--- config.mk ---
export PLATFORM = sky130hd
export DESIGN_NAME = heater_thermostat_controller
export DESIGN_NICKNAME = d
export VERILOG_FILES = /design/src/rtl/htc_pkg.sv /design/src/rtl/htc_cell.sv /design/src/rtl/htc_out_skid.sv /design/src/rtl/heater_thermostat_controller.sv
export SDC_FILE = /design/constraint.sdc
export NUM_CORES = 1
export LEC_CHECK = 0
export BUFFER_PORTS_ARGS = -buffer_cell sky130_fd_sc_hd__buf_4
export CAP_MARGIN = 40
export CORE_MARGIN = 10
export CORE_UTILIZATION = 65
export CTS_CLUSTER_DIAMETER = 40
export DETAILED_ROUTE_END_ITERATION = 16
export PLACE_DENSITY = 0.83
export SETUP_SLACK_MARGIN = 0.2
export SYNTH_ARGS = -nofsm -noshare
export SYNTH_HDL_FRONTEND = slang
export SYNTH_SLANG_ARGS = --single-unit
--- constraint.sdc ---
create_clock -name aclk -period 12.8 [get_ports aclk]
set_clock_uncertainty 0.15 [all_clocks]
set_input_delay 1.92 -clock aclk [delete_from_list [all_inputs] [get_ports aclk]]
set_output_delay 1.92 -clock aclk [all_outputs]
set_load 0.02 [all_outputs]
--- src/rtl/htc_pkg.sv ---
`default_nettype none

package htc_pkg;

    typedef enum logic [1:0] {
        REQ_TICK  = 2'd0,
        REQ_UP    = 2'd1,
        REQ_DOWN  = 2'd2,
        REQ_POWER = 2'd3
    } req_t;

    typedef enum logic [2:0] {
        CFG_STORED_SETPOINT = 3'd0,
        CFG_INITIAL_TEMP    = 3'd1,
        CFG_SET_WINDOW      = 3'd2,
        CFG_SAMPLE_PERIOD   = 3'd3,
        CFG_BLINK_PERIOD    = 3'd4
    } cfg_index_t;

    localparam logic [7:0]  SP_MAX           = 8'd75;
    localparam logic [7:0]  SP_MIN           = 8'd35;
    localparam logic [7:0]  SP_STEP          = 8'd5;
    localparam logic [7:0]  SP_BAND          = 8'd5;
    localparam logic [7:0]  SP_DEFAULT       = 8'd60;
    localparam logic [7:0]  SP_ERASED        = 8'hFF;

    localparam logic [7:0]  RST_SETPOINT     = 8'd60;
    localparam logic [7:0]  RST_INIT_TEMP    = 8'd0;
    localparam logic [15:0] RST_SET_WINDOW   = 16'd152;
    localparam logic [15:0] RST_SAMPLE_PER   = 16'd3;
    localparam logic [7:0]  RST_BLINK_PER    = 8'd30;

    typedef struct packed {
        logic       power_state;
        logic [7:0] save_value;
        logic       save_valid;
        logic [7:0] display_value;
        logic       cooler_led;
        logic       heater_led;
        logic       cooler_on;
        logic       heater_on;
    } result_t;

endpackage

`default_nettype wire

--- src/rtl/htc_cell.sv ---
`default_nettype none

module htc_cell (
    input  wire logic       aclk,
    input  wire logic       aresetn,
    input  wire logic       fill,
    input  wire logic [7:0] fill_value,
    input  wire logic       shift,
    input  wire logic [7:0] shift_in,
    output logic      [7:0] value
);
    import htc_pkg::*;

    logic [7:0] value_reg;
    logic [7:0] value_next;

    always_comb begin
        value_next = value_reg;
        if (fill) begin
            value_next = fill_value;
        end else if (shift) begin
            value_next = shift_in;
        end
    end

    always_ff @(posedge aclk) begin
        if (!aresetn) begin
            value_reg <= RST_INIT_TEMP;
        end else begin
            value_reg <= value_next;
        end
    end

    assign value = value_reg;

endmodule

`default_nettype wire

--- src/rtl/htc_out_skid.sv ---
`default_nettype none

module htc_out_skid (
    input  wire logic             aclk,
    input  wire logic             aresetn,
    input  wire logic             in_valid,
    output logic                  in_ready,
    input  wire htc_pkg::result_t in_data,
    output logic                  out_valid,
    input  wire logic             out_ready,
    output htc_pkg::result_t      out_data
);
    import htc_pkg::*;

    logic    main_valid_reg, main_valid_next;
    logic    skid_valid_reg, skid_valid_next;
    result_t main_data_reg, main_data_next;
    result_t skid_data_reg, skid_data_next;
    logic    push, pop;

    assign in_ready = !skid_valid_reg;
    assign push     = in_valid && in_ready;
    assign pop      = main_valid_reg && out_ready;

    always_comb begin
        main_valid_next = main_valid_reg;
        skid_valid_next = skid_valid_reg;
        main_data_next  = main_data_reg;
        skid_data_next  = skid_data_reg;
        if (pop || !main_valid_reg) begin
            if (skid_valid_reg) begin
                main_data_next  = skid_data_reg;
                main_valid_next = 1'b1;
                skid_valid_next = 1'b0;
            end else begin
                main_data_next  = in_data;
                main_valid_next = push;
            end
        end else if (push) begin
            // Main entry is stalled, so the new transfer parks in the skid entry.
            skid_data_next  = in_data;
            skid_valid_next = 1'b1;
        end
    end

    always_ff @(posedge aclk) begin
        if (!aresetn) begin
            main_valid_reg <= 1'b0;
            skid_valid_reg <= 1'b0;
        end else begin
            main_valid_reg <= main_valid_next;
            skid_valid_reg <= skid_valid_next;
        end
        main_data_reg <= main_data_next;
        skid_data_reg <= skid_data_next;
    end

    assign out_valid = main_valid_reg;
    assign out_data  = main_data_reg;

endmodule

`default_nettype wire

--- src/rtl/heater_thermostat_controller.sv ---
// A result is registered in the output buffer before it appears on the m_ side.
// Throughput: one item per cycle while s_tready is high; the per-item update is
// a combinational pass over the counters, running ring sum and sample cell chain.
// A two-entry output buffer keeps s_tready high until two results are stalled.
// Reset: synchronous, active-low aresetn restores the setpoint, the sample chain,
// the counters and other control registers to defaults; buffer data is not reset.
`default_nettype none

module heater_thermostat_controller #(
    parameter int RING_DEPTH = 10
) (
    input  wire logic        aclk,
    input  wire logic        aresetn,
    input  wire logic        s_tvalid,
    output logic             s_tready,
    input  wire logic [7:0]  s_tdata,   // [7:0] temperature
    input  wire logic [1:0]  s_tuser,   // [1:0] req_type
    output logic             m_tvalid,
    input  wire logic        m_tready,
    // [0] heater_on, [1] cooler_on, [2] heater_led, [3] cooler_led,
    // [11:4] display_value, [12] save_valid, [20:13] save_value,
    // [21] power_state, [23:22] zero
    output logic [23:0]      m_tdata,
    input  wire logic        cfg_we,
    input  wire logic [2:0]  cfg_index,
    input  wire logic [15:0] cfg_wdata
);
    import htc_pkg::*;

    localparam int SUM_W = $clog2(255 * RING_DEPTH + 1);
    localparam int TH_W  = $clog2(261 * RING_DEPTH + 1);

    logic [15:0] set_window_reg, set_window_next;
    logic [15:0] sample_per_reg, sample_per_next;
    logic [7:0]  blink_per_reg, blink_per_next;
    logic [7:0]  setpoint_reg, setpoint_next;
    logic        powered_reg, powered_next;
    logic [15:0] window_cnt_reg, window_cnt_next;
    logic [15:0] sample_cnt_reg, sample_cnt_next;
    logic [7:0]  blink_cnt_reg, blink_cnt_next;
    logic [7:0]  last_sample_reg, last_sample_next;
    logic [SUM_W-1:0] sum_reg, sum_next;
    logic        heat_reg, heat_next;
    logic        cool_reg, cool_next;
    logic        hled_reg, hled_next;
    logic        cled_reg, cled_next;

    logic [7:0]  cell_value [RING_DEPTH];
    logic        accept;
    logic        ring_fill;
    logic        ring_shift;
    logic        save;
    logic        heat_cond, cool_cond;
    logic [TH_W-1:0] lo_th, hi_th;
    req_t        req;
    result_t     res;
    result_t     out_res;
    logic        res_ready;

    assign accept = s_tvalid && s_tready;
    assign req    = req_t'(s_tuser);

    always_comb begin
        set_window_next  = set_window_reg;
        sample_per_next  = sample_per_reg;
        blink_per_next   = blink_per_reg;
        setpoint_next    = setpoint_reg;
        powered_next     = powered_reg;
        window_cnt_next  = window_cnt_reg;
        sample_cnt_next  = sample_cnt_reg;
        blink_cnt_next   = blink_cnt_reg;
        last_sample_next = last_sample_reg;
        sum_next         = sum_reg;
        heat_next        = heat_reg;
        cool_next        = cool_reg;
        hled_next        = hled_reg;
        cled_next        = cled_reg;
        ring_fill        = 1'b0;
        ring_shift       = 1'b0;
        save             = 1'b0;
        heat_cond        = 1'b0;
        cool_cond        = 1'b0;
        lo_th            = '0;
        hi_th            = '0;

        if (cfg_we) begin
            case (cfg_index_t'(cfg_index))
                CFG_STORED_SETPOINT: begin
                    setpoint_next = (cfg_wdata[7:0] == SP_ERASED) ? SP_DEFAULT
                                                                  : cfg_wdata[7:0];
                end
                CFG_INITIAL_TEMP: begin
                    ring_fill        = 1'b1;
                    last_sample_next = cfg_wdata[7:0];
                    sum_next         = SUM_W'(cfg_wdata[7:0]) * SUM_W'(RING_DEPTH);
                end
                CFG_SET_WINDOW:    set_window_next = cfg_wdata;
                CFG_SAMPLE_PERIOD: sample_per_next = cfg_wdata;
                CFG_BLINK_PERIOD: begin
                    blink_per_next = cfg_wdata[7:0];
                    blink_cnt_next = cfg_wdata[7:0];
                end
                default: ;
            endcase
        end else if (accept) begin
            case (req)
                REQ_POWER: begin
                    powered_next = !powered_reg;
                    if (powered_reg) begin
                        heat_next = 1'b0;
                        cool_next = 1'b0;
                        hled_next = 1'b0;
                        cled_next = 1'b0;
                    end
                end
                REQ_TICK: begin
                    if (powered_reg) begin
                        if (sample_cnt_reg != 16'd0) sample_cnt_next = sample_cnt_reg - 16'd1;
                        if (blink_cnt_reg != 8'd0) blink_cnt_next = blink_cnt_reg - 8'd1;
                        if (window_cnt_reg != 16'd0) begin
                            window_cnt_next = window_cnt_reg - 16'd1;
                            save = (window_cnt_reg == 16'd1);
                        end
                    end
                end
                REQ_UP: begin
                    if (powered_reg) begin
                        if (setpoint_reg < SP_MAX && window_cnt_reg != 16'd0) begin
                            setpoint_next = setpoint_reg + SP_STEP;
                        end
                        window_cnt_next = set_window_reg;
                    end
                end
                REQ_DOWN: begin
                    if (powered_reg) begin
                        if (setpoint_reg > SP_MIN && window_cnt_reg != 16'd0) begin
                            setpoint_next = setpoint_reg - SP_STEP;
                        end
                        window_cnt_next = set_window_reg;
                    end
                end
                default: ;
            endcase

            if (powered_next) begin
                if (sample_cnt_next == 16'd0) begin
                    sample_cnt_next  = sample_per_reg;
                    last_sample_next = s_tdata;
                    ring_shift       = 1'b1;
                    // The running sum drops the oldest sample as the chain shifts.
                    sum_next = sum_reg + SUM_W'(s_tdata) - SUM_W'(cell_value[RING_DEPTH-1]);
                end
                lo_th = TH_W'(8'(setpoint_next - SP_BAND)) * TH_W'(RING_DEPTH);
                hi_th = (TH_W'(setpoint_next) + TH_W'(SP_BAND) + TH_W'(1))
                        * TH_W'(RING_DEPTH);
                // floor(sum / depth) < k is the same test as sum < k * depth.
                heat_cond = (setpoint_next >= SP_BAND) && (TH_W'(sum_next) < lo_th);
                cool_cond = (TH_W'(sum_next) >= hi_th);
                if (heat_cond) begin
                    if (!heat_reg) begin
                        heat_next = 1'b1;
                        cool_next = 1'b0;
                        hled_next = 1'b0;
                        cled_next = 1'b0;
                    end
                end else if (cool_cond) begin
                    if (!cool_reg) begin
                        cool_next = 1'b1;
                        heat_next = 1'b0;
                        hled_next = 1'b0;
                        cled_next = 1'b0;
                    end
                end
                if (blink_cnt_next == 8'd0) begin
                    if (cool_next) begin
                        blink_cnt_next = blink_per_reg;
                        cled_next      = !cled_next;
                    end else if (heat_next) begin
                        blink_cnt_next = blink_per_reg;
                        hled_next      = !hled_next;
                    end
                end
            end
        end
    end

    always_comb begin
        res = '0;
        if (powered_next) begin
            res.heater_on     = heat_next;
            res.cooler_on     = cool_next;
            res.heater_led    = hled_next;
            res.cooler_led    = cled_next;
            res.display_value = (window_cnt_next != 16'd0) ? setpoint_next : last_sample_next;
            res.save_valid    = save;
            res.save_value    = save ? setpoint_next : 8'd0;
            res.power_state   = 1'b1;
        end
    end

    always_ff @(posedge aclk) begin
        if (!aresetn) begin
            set_window_reg  <= RST_SET_WINDOW;
            sample_per_reg  <= RST_SAMPLE_PER;
            blink_per_reg   <= RST_BLINK_PER;
            setpoint_reg    <= RST_SETPOINT;
            powered_reg     <= 1'b0;
            window_cnt_reg  <= 16'd0;
            sample_cnt_reg  <= 16'd0;
            blink_cnt_reg   <= RST_BLINK_PER;
            last_sample_reg <= RST_INIT_TEMP;
            sum_reg         <= SUM_W'(RST_INIT_TEMP) * SUM_W'(RING_DEPTH);
            heat_reg        <= 1'b0;
            cool_reg        <= 1'b0;
            hled_reg        <= 1'b0;
            cled_reg        <= 1'b0;
        end else begin
            set_window_reg  <= set_window_next;
            sample_per_reg  <= sample_per_next;
            blink_per_reg   <= blink_per_next;
            setpoint_reg    <= setpoint_next;
            powered_reg     <= powered_next;
            window_cnt_reg  <= window_cnt_next;
            sample_cnt_reg  <= sample_cnt_next;
            blink_cnt_reg   <= blink_cnt_next;
            last_sample_reg <= last_sample_next;
            sum_reg         <= sum_next;
            heat_reg        <= heat_next;
            cool_reg        <= cool_next;
            hled_reg        <= hled_next;
            cled_reg        <= cled_next;
        end
    end

    // Sample history: stored samples enter cell 0 and shift on to each next cell.
    for (genvar i = 0; i < RING_DEPTH; i++) begin : g_cell
        logic [7:0] shift_src;
        if (i == 0) begin : g_head
            assign shift_src = s_tdata;
        end else begin : g_body
            assign shift_src = cell_value[i-1];
        end
        htc_cell u_cell (
            .aclk       (aclk),
            .aresetn    (aresetn),
            .fill       (ring_fill),
            .fill_value (cfg_wdata[7:0]),
            .shift      (ring_shift),
            .shift_in   (shift_src),
            .value      (cell_value[i])
        );
    end

    htc_out_skid u_out (
        .aclk      (aclk),
        .aresetn   (aresetn),
        .in_valid  (accept),
        .in_ready  (res_ready),
        .in_data   (res),
        .out_valid (m_tvalid),
        .out_ready (m_tready),
        .out_data  (out_res)
    );

    assign s_tready = res_ready;
    assign m_tdata  = {2'b00, out_res.power_state, out_res.save_value, out_res.save_valid,
                       out_res.display_value, out_res.cooler_led, out_res.heater_led,
                       out_res.cooler_on, out_res.heater_on};

    a_one_actuator: assert property (@(posedge aclk) disable iff (!aresetn)
        !(heat_reg && cool_reg))
        else $error("heater and cooler driven together");

    a_led_follows: assert property (@(posedge aclk) disable iff (!aresetn)
        (hled_reg |-> heat_reg) and (cled_reg |-> cool_reg))
        else $error("LED lit without its actuator");

    a_off_clear: assert property (@(posedge aclk) disable iff (!aresetn)
        !powered_reg |-> !(heat_reg || cool_reg || hled_reg || cled_reg))
        else $error("actuator active while powered off");

    a_save_closes: assert property (@(posedge aclk) disable iff (!aresetn)
        (accept && !cfg_we && save) |=> (window_cnt_reg == 16'd0))
        else $error("save issued while window still open");

    a_stall_full: assert property (@(posedge aclk) disable iff (!aresetn)
        !s_tready |-> m_tvalid)
        else $error("input stalled with empty output");

endmodule

`default_nettype wire
### Yosys cells after proc, flatten, opt, wreduce, memory -nomap -nowiden

Cells that the tools add are included.

* output and inout bits: 26
* input bits: 34
* logic and storage cells: 249
* register bits: 239

* equality and inequality tests: 11
* reduce and logical (&&, ||, !) cells: 32
* mux-type cells: 143
* bitwise operators: 3
* $lt $le $gt $ge: 5
* multiply operators: 3
* $add $sub $neg: 10

Operator list (count)
* $mux W8: 49
* $mux W16: 12
* $mux W12: 8
* $mux W1: 70
* $reduce_bool A16 Y1: 3
* $mux W22: 2
* $pmux W16 S2: 1
* $sub A16 B1 Y16 const B: 2
* $mul A8 B3 Y11 const B: 2
* $eq A16 B1 Y1 const B: 1
* $logic_not A16 Y1: 1
* $pmux W8 S2: 1
* $sub A8 B3 Y8 const B: 2
* $add A12 B8 Y12: 1
* $ge A12 B12 Y1: 1
* $lt A12 B12 Y1: 1
* $reduce_and A2 Y1: 6
* $sub A12 B8 Y12: 1
* $mul A10 B3 Y11 const B: 1
* $add A9 B1 Y10 const B: 1
* $add A8 B3 Y9 const B: 1
* $add A8 B3 Y8 const B: 1
* $eq A8 B8 Y1 const B: 1
* $ge A8 B3 Y1 const B: 1
* other kinds (20): 37

### Logic depth before layout (Yosys ltp)

* depth in word-level cells: 26
* depth in mapped cells: 33
* mapped depth without buffers: 31

### By module

Synthesis repeated with hierarchy kept, for this count alone.

* cell total of the unflattened synthesis: 1714
* area total of the unflattened synthesis: 15762.6 sq um

Modules (own cells, without submodules)
* heater_thermostat_controller: seq. area each 2262.2 sq um, times used 1, area an instance 9595.5 sq um, cells an instance 1287
* htc_cell: seq. area each 160.2 sq um, times used 10, area an instance 440.4 sq um, cells an instance 35
* htc_out_skid: seq. area each 1361.3 sq um, times used 1, area an instance 1762.9 sq um, cells an instance 77

### Least setup slack after synthesis

Ideal clock, no wire load.

* path type: input -> register
* start point: in s_tuser[0]
* end point: reg u_out.main_data_reg, in the netlist u_out.out_data[1], data pin
* path slack: 4910 ps
* buffers on the path: 3
* library setup time: 260 ps
* stages: 25
* required time: 12390 ps
* arrival time: 7480 ps
* path through: inv_1 > ha_1 > clkbuf_1 > clkbuf_1 > clkbuf_1 > a21oi_1 > a21oi_1 > inv_1 > ha_1 > a21oi_1 > xnor2_1 > ha_1 > ha_1 > fa_1 > a21o_1 > a21oi_1 > xnor2_1 > ha_1 > a21o_1 > a221o_1 > a31oi_1 > nand3b_1 > a31o_2 > o21a_1 > mux2_2

RTL lines
* start, declared: RTL line heater_thermostat_controller.sv:17 `input wire logic [1:0] s_tuser,`
* end signal, assigned: RTL line htc_out_skid.sv:54 `main_data_reg <= main_data_next;`
* end, declared: RTL line htc_out_skid.sv:17 `result_t main_data_reg, main_data_next;`

==> results.toml <==
[finish]
fillers = 1651
layout_common_cells = "202 x nor2_1, 195 x dfxtp_1, 175 x a21oi_1"
layout-drive-gt1-share = 0.112
layout.cells.non_filler = 2049
layout_commonest_cell = "nor2_1"
area_growth_pct = 12.1
antenna_cells = 0
nNetsFinal = 1874
finish.utilization = 0.745
largest_reg_flops = 80

[worst_setup_path]
max_stage_delay_ns = 0.84
timing.critical_path.mode_cell = "ha_1"
crit_family = "compound AO/OA/AOI/OAI gates"
crit_start = "window_cnt_reg[1]"
worst-path-max-fanout = 15
timing.rr.start = "window_cnt_reg[1]"
path_buf_inv = 2
cp_slowest_cell = "o41ai_4"
crit_path_start_kind = "flip-flop"
cp.required_ns = 12.93
endpoint_kind = "flip-flop"
reg2reg_slack_ns = 4.73
worst-r2r-cell-count = 26
worstSetupPathType = "reg2reg"
arrival_ns = 8.20
rr_endpoint = "u_out.out_data[1]"

[routing]
vias = 13377
avgViaCountPerCell = 6.53
drt_iter0_drc = 1687
ant_nets = 0
wl_per_cell_um = 19.6
wirelength_mm = 40.2
firstDrtPassIters = 7
drc = 0

[die]
dieHeight_um = 170
die_w_um = 170
core_sq_mm = 0.0220
rows = 54
fp.dieArea_sq_mm = 0.0289
start_util = 0.665
io_pins = 60

[worst_hold_path]
min_path_type = "reg2reg"
hold_end = "sum_reg[4]"
min_from = "sum_reg[4]"
min_path_cells = 2

[place]
hpwl_mm = 27.0
placedCellCount = 1983
gp_congestion = 0.932
portBuffers = 57

[yosys]
synth_area_leaders = "dfxtp_1 27%, edfxtp_1 9.1%, ha_1 7.5%, a21oi_1 6.0%, nor2_1 5.2%"
yosysSeqAreaShare = 0.358
synthFlopType = "dfxtp_1"
synth_edf_count = 44
netlist.area_leader.share = 0.267
yosys_warnings = 0
yosysUniqueCellTypes = 98
synthCells = 1745
synth.avg_cell_area_sq_um = 8.37
syn-cell-area_sq_mm = 0.0146
synth-seq-cells = 239
async_flop_share = 0
yosysTopAreaCell = "dfxtp_1"

[cts]
numCtsBuffers = 36
clk_pin_slew_ns = 0.06
cts_root_buf = "clkbuf_16"
hold_buffers = 0
cts_buffer_depth = 3
h-tree-depth = 2
post_cts_buffers = 0
ctsResizeCount = 0
cts_tree = "built"
cts_sinks = 239
worstSkewPairLatency_ns = 0.52

[global_route]
grt_max_degree = 105
grt_pass1_vias = 12590
grt_antenna_before_repair = 0
grt_pass1_wl_mm = 65.4
grt-ovfl-total = 0
grtUsageTotal = 0.272

[power]
ir_drop_v = 0.000147
p_int_mw = 1.69
power_switching_share = 0.329
pwr-share-seq = 0.328
finalPower_mw = 2.52
power-per-cell-area_mw_per_mm2 = 154
comb_power_share = 0.278
p_leak_nw = 6.56
p_clk_frac = 0.394
power_switching_uw = 830

[outcome]
status = "complete, no violations"

[sta]
slew-limit-headroom = 0.364
fin_crit_sh = 0.631
worst_pin_slew_ns = 0.929
fmaxAchievable_mhz = 124
finalSetupViolations = 0
hold_viol_final = 0
fin_crit_ns = 8.07
rsz0062_at_grt = "false"
tns_ns = 0
final_max_slew_viol_count = 0

[flow_run]
drv_cap = 0
## layout make-up
class | count | area [sq um] | area share
timing repair buffer | 77 | 654 | 0.0400
multi-input combinational | 1306 | 8610 | 0.526
clock inverter | 25 | 263 | 0.0161
inverter | 81 | 307 | 0.0187
sequential | 239 | 5230 | 0.319
tap | 280 | 350 | 0.0214
clock buffer | 41 | 961 | 0.0587
## worst max-delay path by stage
| stage | slack, ns | endpoint | cells past startpoint |
|---|---|---|---|
| global route | 4.11 | blink_cnt_reg[7] | 30 |
| detailed placement | 4.53 | u_out.out_data[1] | 21 |
| CTS | 4.83 | u_out.out_data[1] | 26 |
| global placement | 4.38 | u_out.out_data[0] | 26 |
| finish | 4.73 | u_out.out_data[1] | 26 |
| floorplan | 4.91 | u_out.out_data[1] | 25 |
## cells by family (layout without fill, tap and decap cells)
group / Yosys count / after routing / synth area share
adders and majority gates: 99 / 99 / 0.0905
muxes: 47 / 47 / 0.0338
AOI/OAI and AO/OA: 510 / 510 / 0.236
and+or+nand+nor: 596 / 596 / 0.196
buffers and inverters: 201 / 224 / 0.0544
DFF: 239 / 239 / 0.358
other: 1 / 2 / 0.000257
xor gates and xnor gates: 52 / 52 / 0.0312
## worst reg2reg max path, cell delays in order, from the launching register on
cell and delay, ns:
dfxtp_1 0.34, inv_1 0.09, ha_1 0.16, or3b_2 0.56
o41ai_4 0.84, nor2_1 0.18, mux2i_1 0.16, a32o_1 0.20
a21oi_1 0.54, inv_1 0.19, ha_1 0.23, a21oi_1 0.26
xnor2_1 0.17, ha_1 0.35, ha_1 0.24, fa_1 0.41
a21o_1 0.17, a21oi_1 0.23, xnor2_1 0.16, ha_1 0.27
a21o_1 0.18, a221o_1 0.33, a31oi_1 0.45, nand3b_1 0.21
a31o_2 0.29, o21a_1 0.19, mux2_2 0.26
## cell usage after synthesis (12+ instances only)
cell	n
edfxtp_1	44
nand2_1	172
xnor2_1	35
inv_1	80
ha_1	88
a21o_1	25
dfxtp_1	195
clkbuf_1	97
nor3_1	23
mux2i_1	29
a21oi_1	175
xor2_1	17
nand4_1	12
and2_1	28
a22o_1	12
nand3_1	40
a211oi_1	90
nor4_1	20
buf_1	12
o211ai_1	12
mux2_2	17
a22oi_1	13
nor2b_1	15
nor2_1	202
o21ai_0	59
and3_1	20
## stage by stage
step                      hold WS [ns]  cell area, sq um  worst slack, ns
after floorplan                  0.282             14600             4.91
after global placement           0.290             15000             4.38
after detailed placement         0.297             15100             4.53
after CTS                        0.305             16400             4.83
after global routing             0.322             16400             4.11
final                            0.304             16400             4.73
## layer usage
| metal | vias up | GRT usage | routed length [um] |
|---|---|---|---|
| met2 | 634 | 0.428 | 18400 |
| met5 | - | 0 | 0 |
| met4 | 0 | 0.116 | 1470 |
| li1 | 6328 | - | - |
| met3 | 110 | 0.0396 | 3150 |
| met1 | 6305 | 0.367 | 17200 |
## power groups by stage
| stage | logic (mW) | clock network (mW) | registers (mW) |
|---|---|---|---|
| finish | 0.701 | 0.992 | 0.827 |
| global route | 0.785 | 1.03 | 0.830 |
| CTS | 0.690 | 0.997 | 0.826 |
| detailed placement | 0.682 | 0 | 0.841 |
| global placement | 0.653 | 0 | 0.840 |
| floorplan | 0.516 | 0 | 0.839 |
No activity file was read; power rests on OpenSTA's default activity.
